File: src/hw/rtl/bcm_pkg.sv
`default_nettype none
package bcm_pkg;

    localparam int MAX_TERMS_DEF = 4;
    localparam int SLOT_LIMIT    = 4;
    localparam int CFG_W         = 39;
    localparam int CFG_IDX_W     = 3;
    localparam int COUNT_W       = 3;
    localparam int HITS_W        = 4;

    // register indexes
    localparam logic [CFG_IDX_W-1:0] CFG_TERM_COUNT = 3'd0;
    localparam logic [CFG_IDX_W-1:0] CFG_TERM0      = 3'd1;

    // P register flag positions
    localparam logic [7:0] FLAG_N = 8'h80;
    localparam logic [7:0] FLAG_V = 8'h40;
    localparam logic [7:0] FLAG_B = 8'h10;
    localparam logic [7:0] FLAG_D = 8'h08;
    localparam logic [7:0] FLAG_I = 8'h04;
    localparam logic [7:0] FLAG_Z = 8'h02;
    localparam logic [7:0] FLAG_C = 8'h01;

    typedef enum logic [3:0] {
        SRC_A      = 4'd0,
        SRC_X      = 4'd1,
        SRC_Y      = 4'd2,
        SRC_SP     = 4'd3,
        SRC_P      = 4'd4,
        SRC_N      = 4'd5,
        SRC_V      = 4'd6,
        SRC_B      = 4'd7,
        SRC_D      = 4'd8,
        SRC_I      = 4'd9,
        SRC_Z      = 4'd10,
        SRC_C      = 4'd11,
        SRC_VALUE  = 4'd12,
        SRC_MEM    = 4'd13,
        SRC_RASTER = 4'd14,
        SRC_CYCLE  = 4'd15
    } t_src;

    typedef enum logic [2:0] {
        OP_EQ       = 3'd0,
        OP_NE       = 3'd1,
        OP_LT       = 3'd2,
        OP_GT       = 3'd3,
        OP_LE       = 3'd4,
        OP_GE       = 3'd5,
        OP_ANY_SET  = 3'd6,
        OP_ALL_CLR  = 3'd7
    } t_op;

    typedef struct packed {
        t_op         op;
        t_src        src;
        logic [15:0] addr;
        logic [15:0] imm;
    } t_term;

    typedef struct packed {
        logic [7:0]  reg_a;
        logic [7:0]  reg_x;
        logic [7:0]  reg_y;
        logic [7:0]  stack_ptr;
        logic [7:0]  status_flags;
        logic        value_valid;
        logic [15:0] access_value;
        logic [15:0] raster_line;
        logic [15:0] line_cycle;
        logic        mem_valid;
        logic [31:0] mem_bytes;
    } t_in_item;

    typedef struct packed {
        logic              match;
        logic [HITS_W-1:0] term_hits;
    } t_out_item;

endpackage
`default_nettype wire

File: src/hw/rtl/bcm_cfg_regs.sv
`default_nettype none
module bcm_cfg_regs #(
    parameter int SLOTS = bcm_pkg::MAX_TERMS_DEF
) (
    input  wire logic                          i_clk,
    input  wire logic                          i_rst_n,
    input  wire logic                          i_cfg_we,
    input  wire logic [bcm_pkg::CFG_IDX_W-1:0] i_cfg_idx,
    input  wire logic [bcm_pkg::CFG_W-1:0]     i_cfg_wdata,
    output bcm_pkg::t_term                     o_terms [SLOTS],
    output logic [bcm_pkg::COUNT_W-1:0]        o_count
);
    import bcm_pkg::*;

    logic [COUNT_W-1:0] r_count;
    t_term              r_terms [SLOTS];

    always_ff @(posedge i_clk) begin
        if (!i_rst_n) begin
            r_count <= '0;
            for (int k = 0; k < SLOTS; k++) begin
                r_terms[k] <= '0;
            end
        end else if (i_cfg_we) begin
            if (i_cfg_idx == CFG_TERM_COUNT) begin
                r_count <= i_cfg_wdata[COUNT_W-1:0];
            end
            for (int k = 0; k < SLOTS; k++) begin
                if (i_cfg_idx == CFG_TERM0 + CFG_IDX_W'(k)) begin
                    r_terms[k] <= t_term'(i_cfg_wdata);
                end
            end
        end
    end

    assign o_count = r_count;
    always_comb begin
        for (int k = 0; k < SLOTS; k++) begin
            o_terms[k] = r_terms[k];
        end
    end

endmodule
`default_nettype wire

File: src/hw/rtl/bcm_term_eval.sv
`default_nettype none
module bcm_term_eval (
    input  wire bcm_pkg::t_term    i_term,
    input  wire bcm_pkg::t_in_item i_item,
    input  wire logic [7:0]        i_mem_byte,
    output logic                   o_hit
);
    import bcm_pkg::*;

    logic [15:0] v;
    logic        avail;
    logic        cmp;
    logic [7:0]  p;

    assign p = i_item.status_flags;

    always_comb begin
        avail = 1'b1;
        unique case (i_term.src)
            SRC_A:      v = {8'd0, i_item.reg_a};
            SRC_X:      v = {8'd0, i_item.reg_x};
            SRC_Y:      v = {8'd0, i_item.reg_y};
            SRC_SP:     v = {8'd0, i_item.stack_ptr};
            SRC_P:      v = {8'd0, p};
            SRC_N:      v = {15'd0, |(p & FLAG_N)};
            SRC_V:      v = {15'd0, |(p & FLAG_V)};
            SRC_B:      v = {15'd0, |(p & FLAG_B)};
            SRC_D:      v = {15'd0, |(p & FLAG_D)};
            SRC_I:      v = {15'd0, |(p & FLAG_I)};
            SRC_Z:      v = {15'd0, |(p & FLAG_Z)};
            SRC_C:      v = {15'd0, |(p & FLAG_C)};
            SRC_VALUE: begin
                v     = i_item.access_value;
                avail = i_item.value_valid;
            end
            SRC_MEM: begin
                v     = {8'd0, i_mem_byte};
                avail = i_item.mem_valid;
            end
            SRC_RASTER: v = i_item.raster_line;
            SRC_CYCLE:  v = i_item.line_cycle;
            default:    v = i_item.line_cycle;
        endcase
    end

    always_comb begin
        unique case (i_term.op)
            OP_EQ:      cmp = (v == i_term.imm);
            OP_NE:      cmp = (v != i_term.imm);
            OP_LT:      cmp = (v <  i_term.imm);
            OP_GT:      cmp = (v >  i_term.imm);
            OP_LE:      cmp = (v <= i_term.imm);
            OP_GE:      cmp = (v >= i_term.imm);
            OP_ANY_SET: cmp = |(v & i_term.imm);
            OP_ALL_CLR: cmp = ~|(v & i_term.imm);
            default:    cmp = ~|(v & i_term.imm);
        endcase
    end

    // missing value or memory byte fails the term whatever the compare
    assign o_hit = avail & cmp;

endmodule
`default_nettype wire

File: src/hw/rtl/breakpoint_condition_matcher.sv
`default_nettype none
// Breakpoint condition matcher: checks one CPU snapshot per transfer against up to four
// configured terms (source, compare op, 16-bit immediate) and returns the AND of the
// enabled terms plus a hit bit per term. A snapshot can be accepted every clock cycle;
// it is captured in an input register, evaluated by one combinational pass through the
// term compare units, and lands in the result register once that register is free or
// being taken; the result is offered from there. While a result waits, one more
// snapshot can sit in the input register; after that the input stalls until the result
// is taken. The user must write terms through the plain write port only while no
// snapshot is in flight; the block itself does not enforce this.
module breakpoint_condition_matcher #(
    parameter int MAX_TERMS = bcm_pkg::MAX_TERMS_DEF
) (
    input  wire logic                          i_clk,
    input  wire logic                          i_rst_n,
    input  wire logic                          i_cfg_we,
    input  wire logic [bcm_pkg::CFG_IDX_W-1:0] i_cfg_idx,
    input  wire logic [bcm_pkg::CFG_W-1:0]     i_cfg_wdata,
    input  wire logic                          i_in_valid,
    output logic                               o_in_ready,
    input  wire bcm_pkg::t_in_item             i_in,
    output logic                               o_out_valid,
    input  wire logic                          i_out_ready,
    output bcm_pkg::t_out_item                 o_out
);
    import bcm_pkg::*;

    localparam int SLOTS = (MAX_TERMS < SLOT_LIMIT) ? MAX_TERMS : SLOT_LIMIT;

    t_term              terms [SLOTS];
    logic [COUNT_W-1:0] count;

    logic        r_s1_valid;
    t_in_item    r_s1_item;
    logic        r_out_valid;
    t_out_item   r_out;
    logic        s1_move;
    logic [HITS_W-1:0] hit_raw;
    t_out_item   n_out;

    bcm_cfg_regs #(.SLOTS(SLOTS)) u_cfg (
        .i_clk       (i_clk),
        .i_rst_n     (i_rst_n),
        .i_cfg_we    (i_cfg_we),
        .i_cfg_idx   (i_cfg_idx),
        .i_cfg_wdata (i_cfg_wdata),
        .o_terms     (terms),
        .o_count     (count)
    );

    for (genvar k = 0; k < HITS_W; k++) begin : g_term
        if (k < SLOTS) begin : g_on
            bcm_term_eval u_eval (
                .i_term     (terms[k]),
                .i_item     (r_s1_item),
                .i_mem_byte (r_s1_item.mem_bytes[8*k +: 8]),
                .o_hit      (hit_raw[k])
            );
        end else begin : g_off
            assign hit_raw[k] = 1'b0;
        end
    end

    always_comb begin
        logic all_ok;
        all_ok = 1'b1;
        n_out.term_hits = '0;
        for (int k = 0; k < SLOTS; k++) begin
            if (count > COUNT_W'(k)) begin
                n_out.term_hits[k] = hit_raw[k];
                all_ok = all_ok & hit_raw[k];
            end
        end
        n_out.match = all_ok;
    end

    assign s1_move    = r_s1_valid && (!r_out_valid || i_out_ready);
    assign o_in_ready = !r_s1_valid || s1_move;

    always_ff @(posedge i_clk) begin
        if (!i_rst_n) begin
            r_s1_valid  <= 1'b0;
            r_out_valid <= 1'b0;
        end else begin
            if (o_in_ready) begin
                r_s1_valid <= i_in_valid;
            end
            if (s1_move) begin
                r_out_valid <= 1'b1;
            end else if (i_out_ready) begin
                r_out_valid <= 1'b0;
            end
        end
    end

    always_ff @(posedge i_clk) begin
        if (o_in_ready && i_in_valid) begin
            r_s1_item <= i_in;
        end
        if (s1_move) begin
            r_out <= n_out;
        end
    end

    assign o_out_valid = r_out_valid;
    assign o_out       = r_out;

endmodule
`default_nettype wire

File: config.mk
export PLATFORM = sky130hd
export DESIGN_NAME = breakpoint_condition_matcher
export DESIGN_NICKNAME = d
export VERILOG_FILES = /design/src/hw/rtl/bcm_pkg.sv /design/src/hw/rtl/bcm_cfg_regs.sv /design/src/hw/rtl/bcm_term_eval.sv /design/src/hw/rtl/breakpoint_condition_matcher.sv
export SDC_FILE = /design/constraint.sdc
export NUM_CORES = 1
export LEC_CHECK = 0
export ABC_AREA = 1
export CELL_PAD_IN_SITES_DETAIL_PLACEMENT = 0
export CELL_PAD_IN_SITES_GLOBAL_PLACEMENT = 1
export CORE_ASPECT_RATIO = 1.75
export CORE_MARGIN = 3
export CORE_UTILIZATION = 50
export CTS_CLUSTER_DIAMETER = 40
export DETAILED_ROUTE_END_ITERATION = 16
export DONT_BUFFER_PORTS = 1
export HOLD_SLACK_MARGIN = 0.06
export PLACE_DENSITY = 0.79
export SYNTH_ARGS = -nofsm -noshare
export SYNTH_HDL_FRONTEND = slang
export SYNTH_SLANG_ARGS = --single-unit
File: constraint.sdc
create_clock -name i_clk -period 5.25 [get_ports i_clk]
set_input_delay 0.7875 -clock i_clk [delete_from_list [all_inputs] [get_ports i_clk]]
set_output_delay 0.7875 -clock i_clk [all_outputs]
set_load 0.02 [all_outputs]
[After elaboration in Yosys (flattened, before gate mapping)]
Memory sizes are Yosys's and may differ from the RTL's.
Index checks and enable logic that the tools add are counted.
Storage, ports and cells
  flip-flop bits (word level): 132
  memory bits (writable): 156
  word-level logic and storage cells: 219
  output and inout bits: 7
  memories kept: 1
Cells by class
  $lt $le $gt $ge: 20
  reduce and logical (&&, ||, !) cells: 25
  multiplexer cells: 39
  eq/ne operators: 100
  bitwise gates (word level): 15
Memories
  u_cfg.r_terms: words 4, width 39, rd ports 4, clocked after memory_dff 0, write ports 4, line bcm_cfg_regs.sv:16  | t_term r_terms [SLOTS];
Operator list (number)
  16-bit case mux with 16 select lines: 4
  39-bit two-way mux: 4
  4-bit equality test (second input constant): 32
  16-bit AND: 4
  16-bit equality test: 4
  4-bit by 3-bit equality test with 1-bit output (second input constant): 16
  16-bit greater-or-equal comparator: 4
  16-bit > comparator: 4
  16-bit less-or-equal comparator: 4
  16-bit < comparator: 4
  16-bit != test: 4
  16-bit OR reduction: 4
  3-bit equality test (second input constant): 17
  4-bit by 2-bit equality test with 1-bit output (second input constant): 8
  1-bit case mux with 8 select lines: 4
  3-bit by 2-bit equality test with 1-bit output (second input constant): 10
  1-bit two-way mux: 23
  4-bit by 1-bit equality test with 1-bit output (second input constant): 4
  4-bit zero test: 4
  3-bit by 1-bit equality test with 1-bit output (second input constant): 5
  3-bit zero test: 5
  1-bit case mux with 2 select lines: 4
  1-bit AND: 7
  3-bit by 1-bit > comparator with 1-bit output (second input constant): 2
  other kinds (7): 18

[Longest topological paths before layout]
Gate-level depths: netlist of the first run.
  depth after elaboration: 14
  gate-level depth with buffers: 27
  gate-level depth less buffers: 27

[By module]
From an unflattened synthesis of the first run, not the netlist that was laid out.
Second synthesis, totals
  cells, all modules: 1838
  area, all modules: 16354.4 sq um
Modules (own cells, without submodules)
  bcm_cfg_regs: cells each 401, times used 1, seq. area each 4744.6 sq um, area each 5733.0 sq um
  breakpoint_condition_matcher: cells each 160, times used 1, seq. area each 3853.7 sq um, area each 3983.8 sq um
  bcm_term_eval (g_term[2].g_on.u_eval ...): cells each 318, times used 2, seq. area each 0.0 sq um, area each 1636.6 sq um
  bcm_term_eval (g_term[1].g_on.u_eval): cells each 326, times used 1, seq. area each 0.0 sq um, area each 1694.1 sq um
  bcm_term_eval (g_term[0].g_on.u_eval): cells each 315, times used 1, seq. area each 0.0 sq um, area each 1670.4 sq um

[Worst setup path after synthesis of the first run]
OpenSTA, ideal clock, no wires.
  kind: input port to flip-flop
  start point: input port i_out_ready
  end point: register r_s1_item[0] in the netlist's numbering (enable)
  stages on the path: 4
  data required time: 4.775 ns
  buffers on the path: 0
  data arrival time: 3.523 ns
  setup slack: 1.252 ns
  cells stage by stage: inv_1 > nand3_1 > nand2_1 > inv_1
On the way
  word-level cells in the longest chain between the ends: 4
Ends and longest elaborated chain
  from (decl): line breakpoint_condition_matcher.sv:23  | input wire logic i_out_ready,
  1-bit logical OR: line breakpoint_condition_matcher.sv:77  | assign s1_move = r_s1_valid && (!r_out_valid || i_out_ready);
  1-bit logical AND: line breakpoint_condition_matcher.sv:77
  1-bit logical OR: line breakpoint_condition_matcher.sv:78  | assign o_in_ready = !r_s1_valid || s1_move;
  named net o_in_ready: line breakpoint_condition_matcher.sv:20  | output logic o_in_ready,
  1-bit logical AND: line breakpoint_condition_matcher.sv:97  | if (o_in_ready && i_in_valid) begin
  to (signal assigned): line breakpoint_condition_matcher.sv:98  | r_s1_item <= i_in;
  to (decl): line breakpoint_condition_matcher.sv:34  | t_in_item r_s1_item;
The timed path passes the listed nets, and every way through them passes these cells.
A chain may end at the register's enable or synchronous reset.

==> results of run 1 <==
[metrics by stage]
stage	instance area [µm²]	setup slack, ns
after global routing	14900	0.583
final	14900	0.833
after floorplan	13500	1.25
after detailed placement	13900	0.988
after CTS	14900	0.968
after global placement	13900	1.04
[worst max-delay path: stages, from the launching register on]
cell       delay (ns)
edfxtp_1         0.43
nand2_1          0.15
inv_1            0.07
nand2_1          0.70
inv_1            0.20
a221oi_1         0.40
o2111ai_1        0.16
o21ai_0          0.17
inv_1            0.11
ha_1             0.31
nand2_1          0.06
nor2_1           0.45
nand3_1          0.14
nor2_1           0.14
o21ai_0          0.09
a21oi_1          0.17
nand3_1          0.10
nor2_1           0.13
nor2_1           0.05
nor2_1           0.08
nor2_1           0.05
[state kept, by name (all words and copies together) (netlist names)]
register	count
o_out_valid	1
r_s1_valid	1
u_cfg.r_terms	92
r_s1_item	122
o_out	5
u_cfg.o_count	3
[where the power goes]
part	internal, mW	switching, mW	leakage (nW)
registers	2.09	0.0936	2.17
clock network	1.22	0.785	0.478
logic	0.208	0.476	4.09
total	3.51	1.35	6.74
[placed cells by master (no fill, tap or decap), types with 5 or more instances in the layout]
master	count
nor2_2	11
inv_1	259
nor2_1	220
nand4_1	12
o22ai_1	45
nor3_1	11
ha_1	128
a31oi_1	14
clkbuf_16	29
buf_4	21
a21oi_1	66
dfxtp_1	5
nand2_1	225
o221ai_1	32
inv_6	6
edfxtp_1	219
nand3_1	37
o21a_1	6
a221oi_1	46
o21ai_0	45
o2111ai_1	10
[worst max-delay path by stage]
stage                                        from  depth (start not counted)  slack, ns                     end
4_1_cts        u_cfg.r_terms[3][34]$_SDFFCE_PN0P_                         20       0.97      o_out[4]$_DFFE_PP_
6_report       u_cfg.r_terms[3][34]$_SDFFCE_PN0P_                         20       0.83      o_out[4]$_DFFE_PP_
3_5_place_dp   u_cfg.r_terms[3][34]$_SDFFCE_PN0P_                         20       0.99      o_out[4]$_DFFE_PP_
2_1_floorplan                         i_out_ready                          4       1.25  r_s1_item[0]$_DFFE_PP_
3_3_place_gp   u_cfg.r_terms[3][34]$_SDFFCE_PN0P_                         20       1.04      o_out[4]$_DFFE_PP_
5_1_grt        u_cfg.r_terms[3][34]$_SDFFCE_PN0P_                         20       0.58      o_out[4]$_DFFE_PP_
[routing by layer]
layer | global-route usage | routed length (µm) | vias to the layer above
met5 | 0 | 0 | -
met4 | 0.240 | 4470 | 0
met3 | 0.0441 | 2860 | 203
met2 | 0.609 | 25900 | 585
met1 | 0.336 | 15700 | 5208
li1 | - | - | 5071
[synth_stat cells (11+ instances only)]
cell type    n  area, µm²
nand4_1     12       75.1
nand3_1     37        185
nor2_1     220        826
o21ai_0     45        225
nor3_1      11       55.1
a221oi_1    46        403
nor2_2      11       68.8
nand2_1    225        845
edfxtp_1   219       6580
inv_1      260        976
a31oi_1     14       87.6
o22ai_1     45        282
clkbuf_1    13       48.8
a21oi_1     66        330
ha_1       128       1600
o221ai_1    32        280
[final cells by class]
cell class / instances / area, µm² / share of cell area
clock buffers: 31 / 733 / 0.0492
multi-input cells: 941 / 5700 / 0.383
flip-flops and latches: 224 / 6680 / 0.448
inverters: 263 / 990 / 0.0664
well taps: 320 / 400 / 0.0269
clock inverters: 20 / 233 / 0.0156
repair buffers: 21 / 158 / 0.0106
[kinds of logic after synthesis]
family,after synthesis,synth area share
fa+ha+maj,128,0.119
compound gates,286,0.142
flops,224,0.496
buf+inv,288,0.0834
simple gates,527,0.159
==> flow_metrics.py, run 1 <==
metrics = {
    "global_route": {
        "antenna_found_initial": 0,
        "grt_pass1_vias": 11000,
        "grt_usage": 0.334,
        "grt_first_pass_wirelength_um": 69400,
        "grt_overflow_total": 0,
        "grt_max_degree": 60,
    },
    "placement": {
        "place.gp.congestion": 1.06,
        "hpwl_um": 38200,
        "port_buffers": 0,
        "place_inst": 1769,
    },
    "setup_path": {
        "ff2ff_path_depth": 20,
        "start_kind": "flip-flop",
        "crit_fanout": 13,
        "cp.required_ns": 5.55,
        "worst_r2r_endpoint": "o_out[4]$_DFFE_PP_",
        "r2r_setup_slack_ns": 0.83,
        "worstPathArrival_ns": 4.72,
        "critical_path_class": "reg2reg",
        "r2r_start": "u_cfg.r_terms[3][34]$_SDFFCE_PN0P_",
        "end_kind": "flip-flop",
    },
    "outcome": {
        "status": "finished clean",
    },
    "timing": {
        "finClkSkew_ns": 0.0146,
        "setup_tns_ns": 0,
        "fmax_mhz": 226,
        "relSlewSlack": 0.218,
        "fin_crit_ns": 4.42,
        "slew_viol_final": 0,
        "tightest_slew_ns": 1.17,
        "fin_crit_sh": 0.841,
        "setup_violations": 0,
        "fin_hold_ws_ns": 0.322,
        "hold_viol_final": 0,
        "rsz0062_at_grt": "no",
    },
    "layout": {
        "fin_cells": 1820,
        "area_delta_synth_final_pct": 10.6,
        "fillerInstances": 2338,
        "drive_gt1_frac": 0.0633,
        "antenna_cells": 0,
        "utilization": 0.567,
        "fin_nets": 1776,
    },
    "synthesis": {
        "ys_types": 40,
        "syn_inst": 1453,
        "ys_ff_latch": 224,
        "async_reset_ff_frac": 0,
        "synthesis.area_um2": 13500,
        "synth_edf_count": 219,
        "yosysWarnings": 0,
        "avgSynthCellArea_um2": 9.26,
        "yosysSeqAreaShare": 0.496,
        "synth_flop_cell": "edfxtp_1",
        "syn-num-nets": 1750,
    },
    "cts": {
        "clk_path_buf_depth": 3,
        "path_clk_slew_ns": 0.06,
        "cts.sink_count": 224,
        "post_cts_buffers": 0,
        "cts_resized": 0,
        "cts_root_buffer": "clkbuf_16",
        "h-tree-depth": 1,
        "cts_made_buffers": 28,
        "clk_latency_ns": 0.56,
        "cts_hold_buf": 0,
        "cts_tree": "yes",
    },
    "die": {
        "boundaryPins": 176,
        "num_rows": 78,
        "die_y_um": 223,
        "die_x_um": 130,
        "die-area_um2": 29000,
        "coreArea_um2": 26300,
        "start_util": 0.513,
    },
    "routing": {
        "routed_via_density": 6.08,
        "drc_errors": 0,
        "wire_per_inst_um": 26.9,
        "routed_wl_um": 48900,
        "drt_iter0_drc": 1096,
        "dr.pass1.iters": 9,
        "vias": 11100,
        "ant_nets": 0,
    },
    "power": {
        "ir_drop_mv": 0.289,
        "cellPowerDensity_nw_per_um2": 327,
        "p_leak_nw": 6.74,
        "power_mw": 4.87,
    },
    "flow_run": {
        "maxCapViolCount": 0,
    },
    "min_path": {
        "min_from": "i_in[21]",
        "min_path_cells": 0,
        "min_to": "r_s1_item[21]$_DFFE_PP_",
        "hp-class": "in2reg",
    },
}
(Power assumes the default switching activity.)
==> inputs of run 2 (changes only) <==
Settings changed: ABC_AREA 1 to 0, CORE_UTILIZATION 50 to 46, PLACE_DENSITY 0.79 to 0.74.
Clock period 5.25 ns to 3.7 ns, I/O delays scaled along.
==> flow_metrics.py, run 2 <==
metrics = {
    "outcome": {
        "status": "finished with violations",
        "violations": "negative setup slack",
    },
    "timing": {
        "fin_hold_ws_ns": 0.103,
        "finClkSkew_ns": 0.00569,
        "setup_ws_ns": -0.0463,
        "hold_viol_final": 0,
        "relSlewSlack": 0.176,
        "setup_violations": 1,
        "slew_viol_final": 0,
        "fin_crit_ns": 3.75,
        "rsz0062_at_grt": "yes",
        "fin_crit_sh": 1.01,
        "fmax_mhz": 267,
        "tightest_slew_ns": 1.23,
        "setup_tns_ns": -0.0463,
    },
    "power": {
        "cellPowerDensity_nw_per_um2": 405,
        "p_leak_nw": 7.21,
        "power_mw": 7.07,
        "power_frac_seq": 0.442,
        "sw_frac_of_total": 0.287,
        "ir_drop_mv": 0.492,
        "p_sw_mw": 2.03,
        "p_int_mw": 5.04,
        "clockPowerShare": 0.356,
        "combPwrFrac": 0.202,
    },
    "setup_path": {
        "cp.required_ns": 4.11,
        "crit_fanout": 3,
        "worstPathArrival_ns": 4.15,
        "start_kind": "flip-flop",
        "crit_path_frequent_cell": "nor2_1",
        "end_kind": "flip-flop",
        "critical-path-slowest-cell": "mux4_2",
        "cp_cell_sequence": "mux4_2, a21oi_2, nor2_1, a211oi_2, buf_4, nand2_4, ha_4, nand4b_1, nor4_2, nor2_1, or3_1, a21o_1, o311ai_2, o221a_1",
        "critical_path_class": "reg2reg",
        "max_stage_delay_ns": 0.52,
    },
    "synthesis": {
        "ys_types": 71,
        "synth.most_common_cell": "edfxtp_1",
        "synth_top_area_frac": 0.466,
        "synth_common_cells": "edfxtp_1 (219), ha_1 (128), nor2_1 (112), and2_1 (101), a21oi_1 (85)",
        "synth_top_area_cell": "edfxtp_1",
        "avgSynthCellArea_um2": 10.9,
        "synth_flop_cell": "edfxtp_1",
        "async_reset_ff_frac": 0,
        "synth_edf_count": 219,
        "synthesis.area_um2": 14100,
        "yosysWarnings": 0,
        "ys_ff_latch": 224,
        "synth_area_leaders": "edfxtp_1 (47%), ha_1 (11%), and2_1 (4.5%)",
        "syn_inst": 1300,
        "syn-num-nets": 1597,
        "yosysSeqAreaShare": 0.473,
    },
    "layout": {
        "final_area_um2": 17500,
        "area_delta_synth_final_pct": 23.8,
        "regMostFlops": "r_s1_item",
        "mostFrequentLayoutCell": "buf_4",
        "final_cell_mix": "buf_4 (237), edfxtp_1 (219), ha_1 (126)",
        "fillerInstances": 2588,
        "largest_reg_flops": 122,
        "drive_gt1_frac": 0.259,
        "fin_nets": 1810,
    },
    "cts": {
        "cts_made_buffers": 24,
        "cts_tree": "yes",
        "h-tree-depth": 1,
        "clk_path_buf_depth": 3,
        "clk_latency_ns": 0.54,
        "path_clk_slew_ns": 0.07,
        "cts.sink_count": 224,
        "cts_root_buffer": "clkbuf_16",
    },
    "placement": {
        "post_dp_cell_area_um2": 16300,
        "place.gp.congestion": 1.01,
        "port_buffers": 0,
        "hpwl_um": 42200,
    },
    "routing": {
        "drt_iter0_drc": 887,
        "routed_via_density": 6.05,
        "wire_per_inst_um": 27.7,
        "ant_nets": 0,
        "routed_wl_um": 53200,
        "drc_errors": 0,
        "dr.pass1.iters": 6,
        "vias": 11600,
    },
    "die": {
        "boundaryPins": 176,
        "die_x_um": 138,
        "die_y_um": 238,
        "coreArea_um2": 30200,
        "start_util": 0.468,
        "num_rows": 84,
        "die-area_um2": 32900,
    },
    "global_route": {
        "grt_overflow_total": 0,
        "grt_first_pass_wirelength_um": 76200,
        "grt_pass1_vias": 11900,
        "grt_max_degree": 123,
        "antenna_found_initial": 2,
        "grt_usage": 0.315,
    },
    "flow_run": {
        "maxCapViolCount": 0,
    },
    "min_path": {
        "hp-class": "in2reg",
    },
}
[run 2: through the flow]
step | instances | utilization | setup WS (ns)
floorplan | 1300 | - | 0.00880
global placement | 1866 | 0.540 | -0.177
detailed placement | 1866 | 0.540 | -0.229
CTS | 1914 | 0.574 | -0.00629
global route | 1923 | 0.579 | -0.243
finish | 1923 | 0.579 | -0.0463
[run 2: layout make-up]
cell class | count | area (µm²) | area share
Clock inverter | 18 | 194 | 0.0111
Sequential cell | 224 | 6680 | 0.382
Timing Repair Buffer | 250 | 2000 | 0.115
Multi-Input combinational cell | 936 | 7170 | 0.410
Antenna cell | 5 | 12.5 | 0.000716
Tap cell | 387 | 484 | 0.0277
Inverter | 77 | 289 | 0.0165
Clock buffer | 26 | 639 | 0.0366
[run 2: cell families (layout without fill, tap and decap cells)]
family / after synthesis / in the layout / synth area share
compound gates: 307 / 307 / 0.150
simple gates: 415 / 415 / 0.155
flops: 224 / 224 / 0.473
buf+inv: 140 / 371 / 0.0374
xor+xnor: 4 / 4 / 0.00248
fa+ha+maj: 128 / 128 / 0.114
mux: 82 / 82 / 0.0690
other cells: 0 / 5 / 0
[run 2: timing repair]
| item | CTS | global route |
|---|---|---|
| buffers inserted | 4 | 4 |
| resized for setup | 40 | 26 |
| pin swaps | 12 | 6 |
| setup endpoints to repair | 2 | 5 |
| endpoints found under the hold margin | 0 | 0 |
| hold buffers | 0 | 0 |
[run 2: path summary, 6_finish.rpt]
check                          startpoint                       end  slack [ns]  cells after the start
hold / removal                   i_in[77]   r_s1_item[77]$_DFFE_PP_        0.10                      0
setup / recovery  r_s1_item[82]$_DFFE_PP_        o_out[4]$_DFFE_PP_       -0.05                     14
setup reg to reg  r_s1_item[82]$_DFFE_PP_        o_out[4]$_DFFE_PP_       -0.05                     14
hold reg to reg   r_s1_valid$_SDFFE_PN0N_  o_out_valid$_SDFFE_PN0P_        0.52                      2
[run 2: power groups by stage]
stage	combinational, mW	sequential [mW]	clock, mW
CTS	1.39	3.12	2.56
global route	1.54	3.14	2.67
detailed placement	1.34	3.17	0
finish	1.43	3.13	2.52
floorplan	0.727	3.10	0
global placement	1.32	3.17	0
[run 2: worst max-delay path, delay by kind of cell (launching register included)]
family	cells	cell delay [ns]
and+or+nand+nor	6	1.10
buffers and inverters	1	0.17
adders and majority gates	1	0.23
DFF	1	0.51
AOI/OAI and AO/OA	5	1.08
muxes	1	0.52
[run 2: routing by layer]
| layer | GRT usage | share of wire | wire [µm] |
|---|---|---|---|
| met5 | 0 | 0 | 0 |
| met1 | 0.309 | 0.33 | 17300 |
| met2 | 0.581 | 0.52 | 27600 |
| met4 | 0.260 | 0.11 | 5640 |
| met3 | 0.0429 | 0.050 | 2670 |
==> inputs of run 3 (changes only) <==
Settings changed: SKIP_LAST_GASP from default to 1.
==> flow_metrics.py, run 3 (synthesis gave the netlist of run 2 again) <==
metrics = {
    "outcome": {
        "status": "finished with violations",
        "violations": "negative setup slack",
    },
    "routing": {
        "routed_via_density": 6.08,
        "drc_errors": 0,
        "routed_wl_um": 53200,
        "drt_iter0_drc": 950,
        "vias": 11700,
        "dr.pass1.iters": 5,
        "wire_per_inst_um": 27.7,
        "ant_nets": 0,
    },
    "timing": {
        "fin_crit_ns": 3.76,
        "slew_viol_final": 0,
        "fin_hold_ws_ns": 0.101,
        "rsz0062_at_grt": "yes",
        "setup_ws_ns": -0.0574,
        "fin_crit_sh": 1.02,
        "setup_violations": 1,
        "tightest_slew_ns": 1.23,
        "fmax_mhz": 266,
        "hold_viol_final": 0,
        "finClkSkew_ns": 0.00575,
        "relSlewSlack": 0.175,
    },
    "cts": {
        "cts_made_buffers": 24,
        "cts_root_buffer": "clkbuf_16",
        "cts_hold_buf": 0,
        "path_clk_slew_ns": 0.07,
        "clk_path_buf_depth": 3,
        "clk_latency_ns": 0.54,
        "cts_tree": "yes",
        "cts.sink_count": 224,
        "h-tree-depth": 1,
    },
    "min_path": {
        "min_path_cells": 0,
        "hp-class": "in2reg",
    },
    "layout": {
        "fin_nets": 1810,
        "mostFrequentLayoutCell": "buf_4",
        "final_area_um2": 17400,
        "regMostFlops": "r_s1_item",
        "seq_area_um2": 6680,
        "final_cell_mix": "buf_4 (237), edfxtp_1 (219), ha_1 (126)",
        "utilization": 0.578,
        "fillerInstances": 2590,
        "area_delta_synth_final_pct": 23.6,
        "largest_reg_flops": 122,
        "fin_cells": 1923,
        "drive_gt1_frac": 0.255,
        "multi_input_comb_area_um2": 7140,
    },
    "global_route": {
        "grt_first_pass_wirelength_um": 76200,
        "antenna_found_initial": 2,
        "grt_max_degree": 123,
        "grt_pass1_vias": 11900,
        "grt_overflow_total": 0,
        "grt_usage": 0.315,
    },
    "setup_path": {
        "worstPathArrival_ns": 4.17,
        "critical_path_class": "reg2reg",
        "ff2ff_path_depth": 15,
        "cp.required_ns": 4.11,
        "crit_fanout": 8,
        "start_kind": "flip-flop",
        "end_kind": "flip-flop",
    },
    "placement": {
        "place.gp.congestion": 1.01,
        "place_inst": 1866,
        "hpwl_um": 42200,
        "post_dp_cell_area_um2": 16300,
        "port_buffers": 0,
    },
    "die": {
        "start_util": 0.468,
        "coreArea_um2": 30200,
        "die_y_um": 238,
        "boundaryPins": 176,
        "num_rows": 84,
        "die-area_um2": 32900,
        "die_x_um": 138,
    },
    "power": {
        "p_leak_nw": 7.21,
        "ir_drop_mv": 0.492,
        "cellPowerDensity_nw_per_um2": 406,
        "power_mw": 7.07,
    },
    "flow_run": {
        "maxCapViolCount": 0,
    },
}
[run 3: cell counts in the layout (fill, tap and decap cells not counted)]
Identical to the previous run, type by type.
[run 3: report_power, final]
group	switching (mW)	internal (mW)	total (mW)
sequential	0.168	2.96	3.13
clock	1.09	1.43	2.52
combinational	0.772	0.652	1.42
total	2.03	5.04	7.07
[run 3: timing repair]
item	4_1_cts	5_1_grt
resized for setup	40	18
cloned	0	0
endpoints found under the setup margin	2	5
pin swaps	12	6
setup buffers	4	4
[run 3: area by class of cell]
class | count | area share
Antenna cell | 5 | 0.000717
Clock buffer | 26 | 0.0367
Clock inverter | 18 | 0.0111
Inverter | 77 | 0.0166
Multi-Input combinational cell | 936 | 0.409
Sequential cell | 224 | 0.383
Tap cell | 387 | 0.0278
Timing Repair Buffer | 250 | 0.115
[run 3: path summary, 6_finish.rpt]
path	start	end	slack, ns
worst max-delay path	u_cfg.r_terms[0][32]$_SDFFCE_PN0P_	o_out[4]$_DFFE_PP_	-0.06
worst min-delay path	i_in[119]	r_s1_item[119]$_DFFE_PP_	0.10
worst max register to register	u_cfg.r_terms[0][32]$_SDFFCE_PN0P_	o_out[4]$_DFFE_PP_	-0.06
worst min register to register	r_s1_valid$_SDFFE_PN0N_	o_out_valid$_SDFFE_PN0P_	0.51
[run 3: metrics by stage]
stage | setup slack [ns] | setup TNS (ns)
global placement | -0.177 | -0.270
finish | -0.0574 | -0.0574
detailed placement | -0.229 | -0.345
CTS | -0.00629 | -0.00629
floorplan | 0.00880 | 0
global route | -0.307 | -0.535
[run 3: worst max-delay path, cell delays in order, from the launching register on]
cell,delay [ns]
edfxtp_1,0.38
buf_6,0.16
mux2_4,0.31
a222oi_1,0.23
a21oi_1,0.15
a211oi_2,0.26
buf_4,0.17
nand2_4,0.05
ha_4,0.23
nand4b_1,0.20
nor4_2,0.37
nor2_1,0.11
or3_1,0.31
a21o_1,0.19
o311ai_2,0.26
o221a_1,0.23
[run 3: metal layers]
| metal | GRT usage | vias up | wire [µm] |
|---|---|---|---|
| met1 | 0.309 | 5655 | 17300 |
| met5 | 0 | - | 0 |
| met3 | 0.0429 | 202 | 2640 |
| met4 | 0.260 | 0 | 5550 |
| met2 | 0.581 | 512 | 27700 |
| li1 | - | 5330 | - |
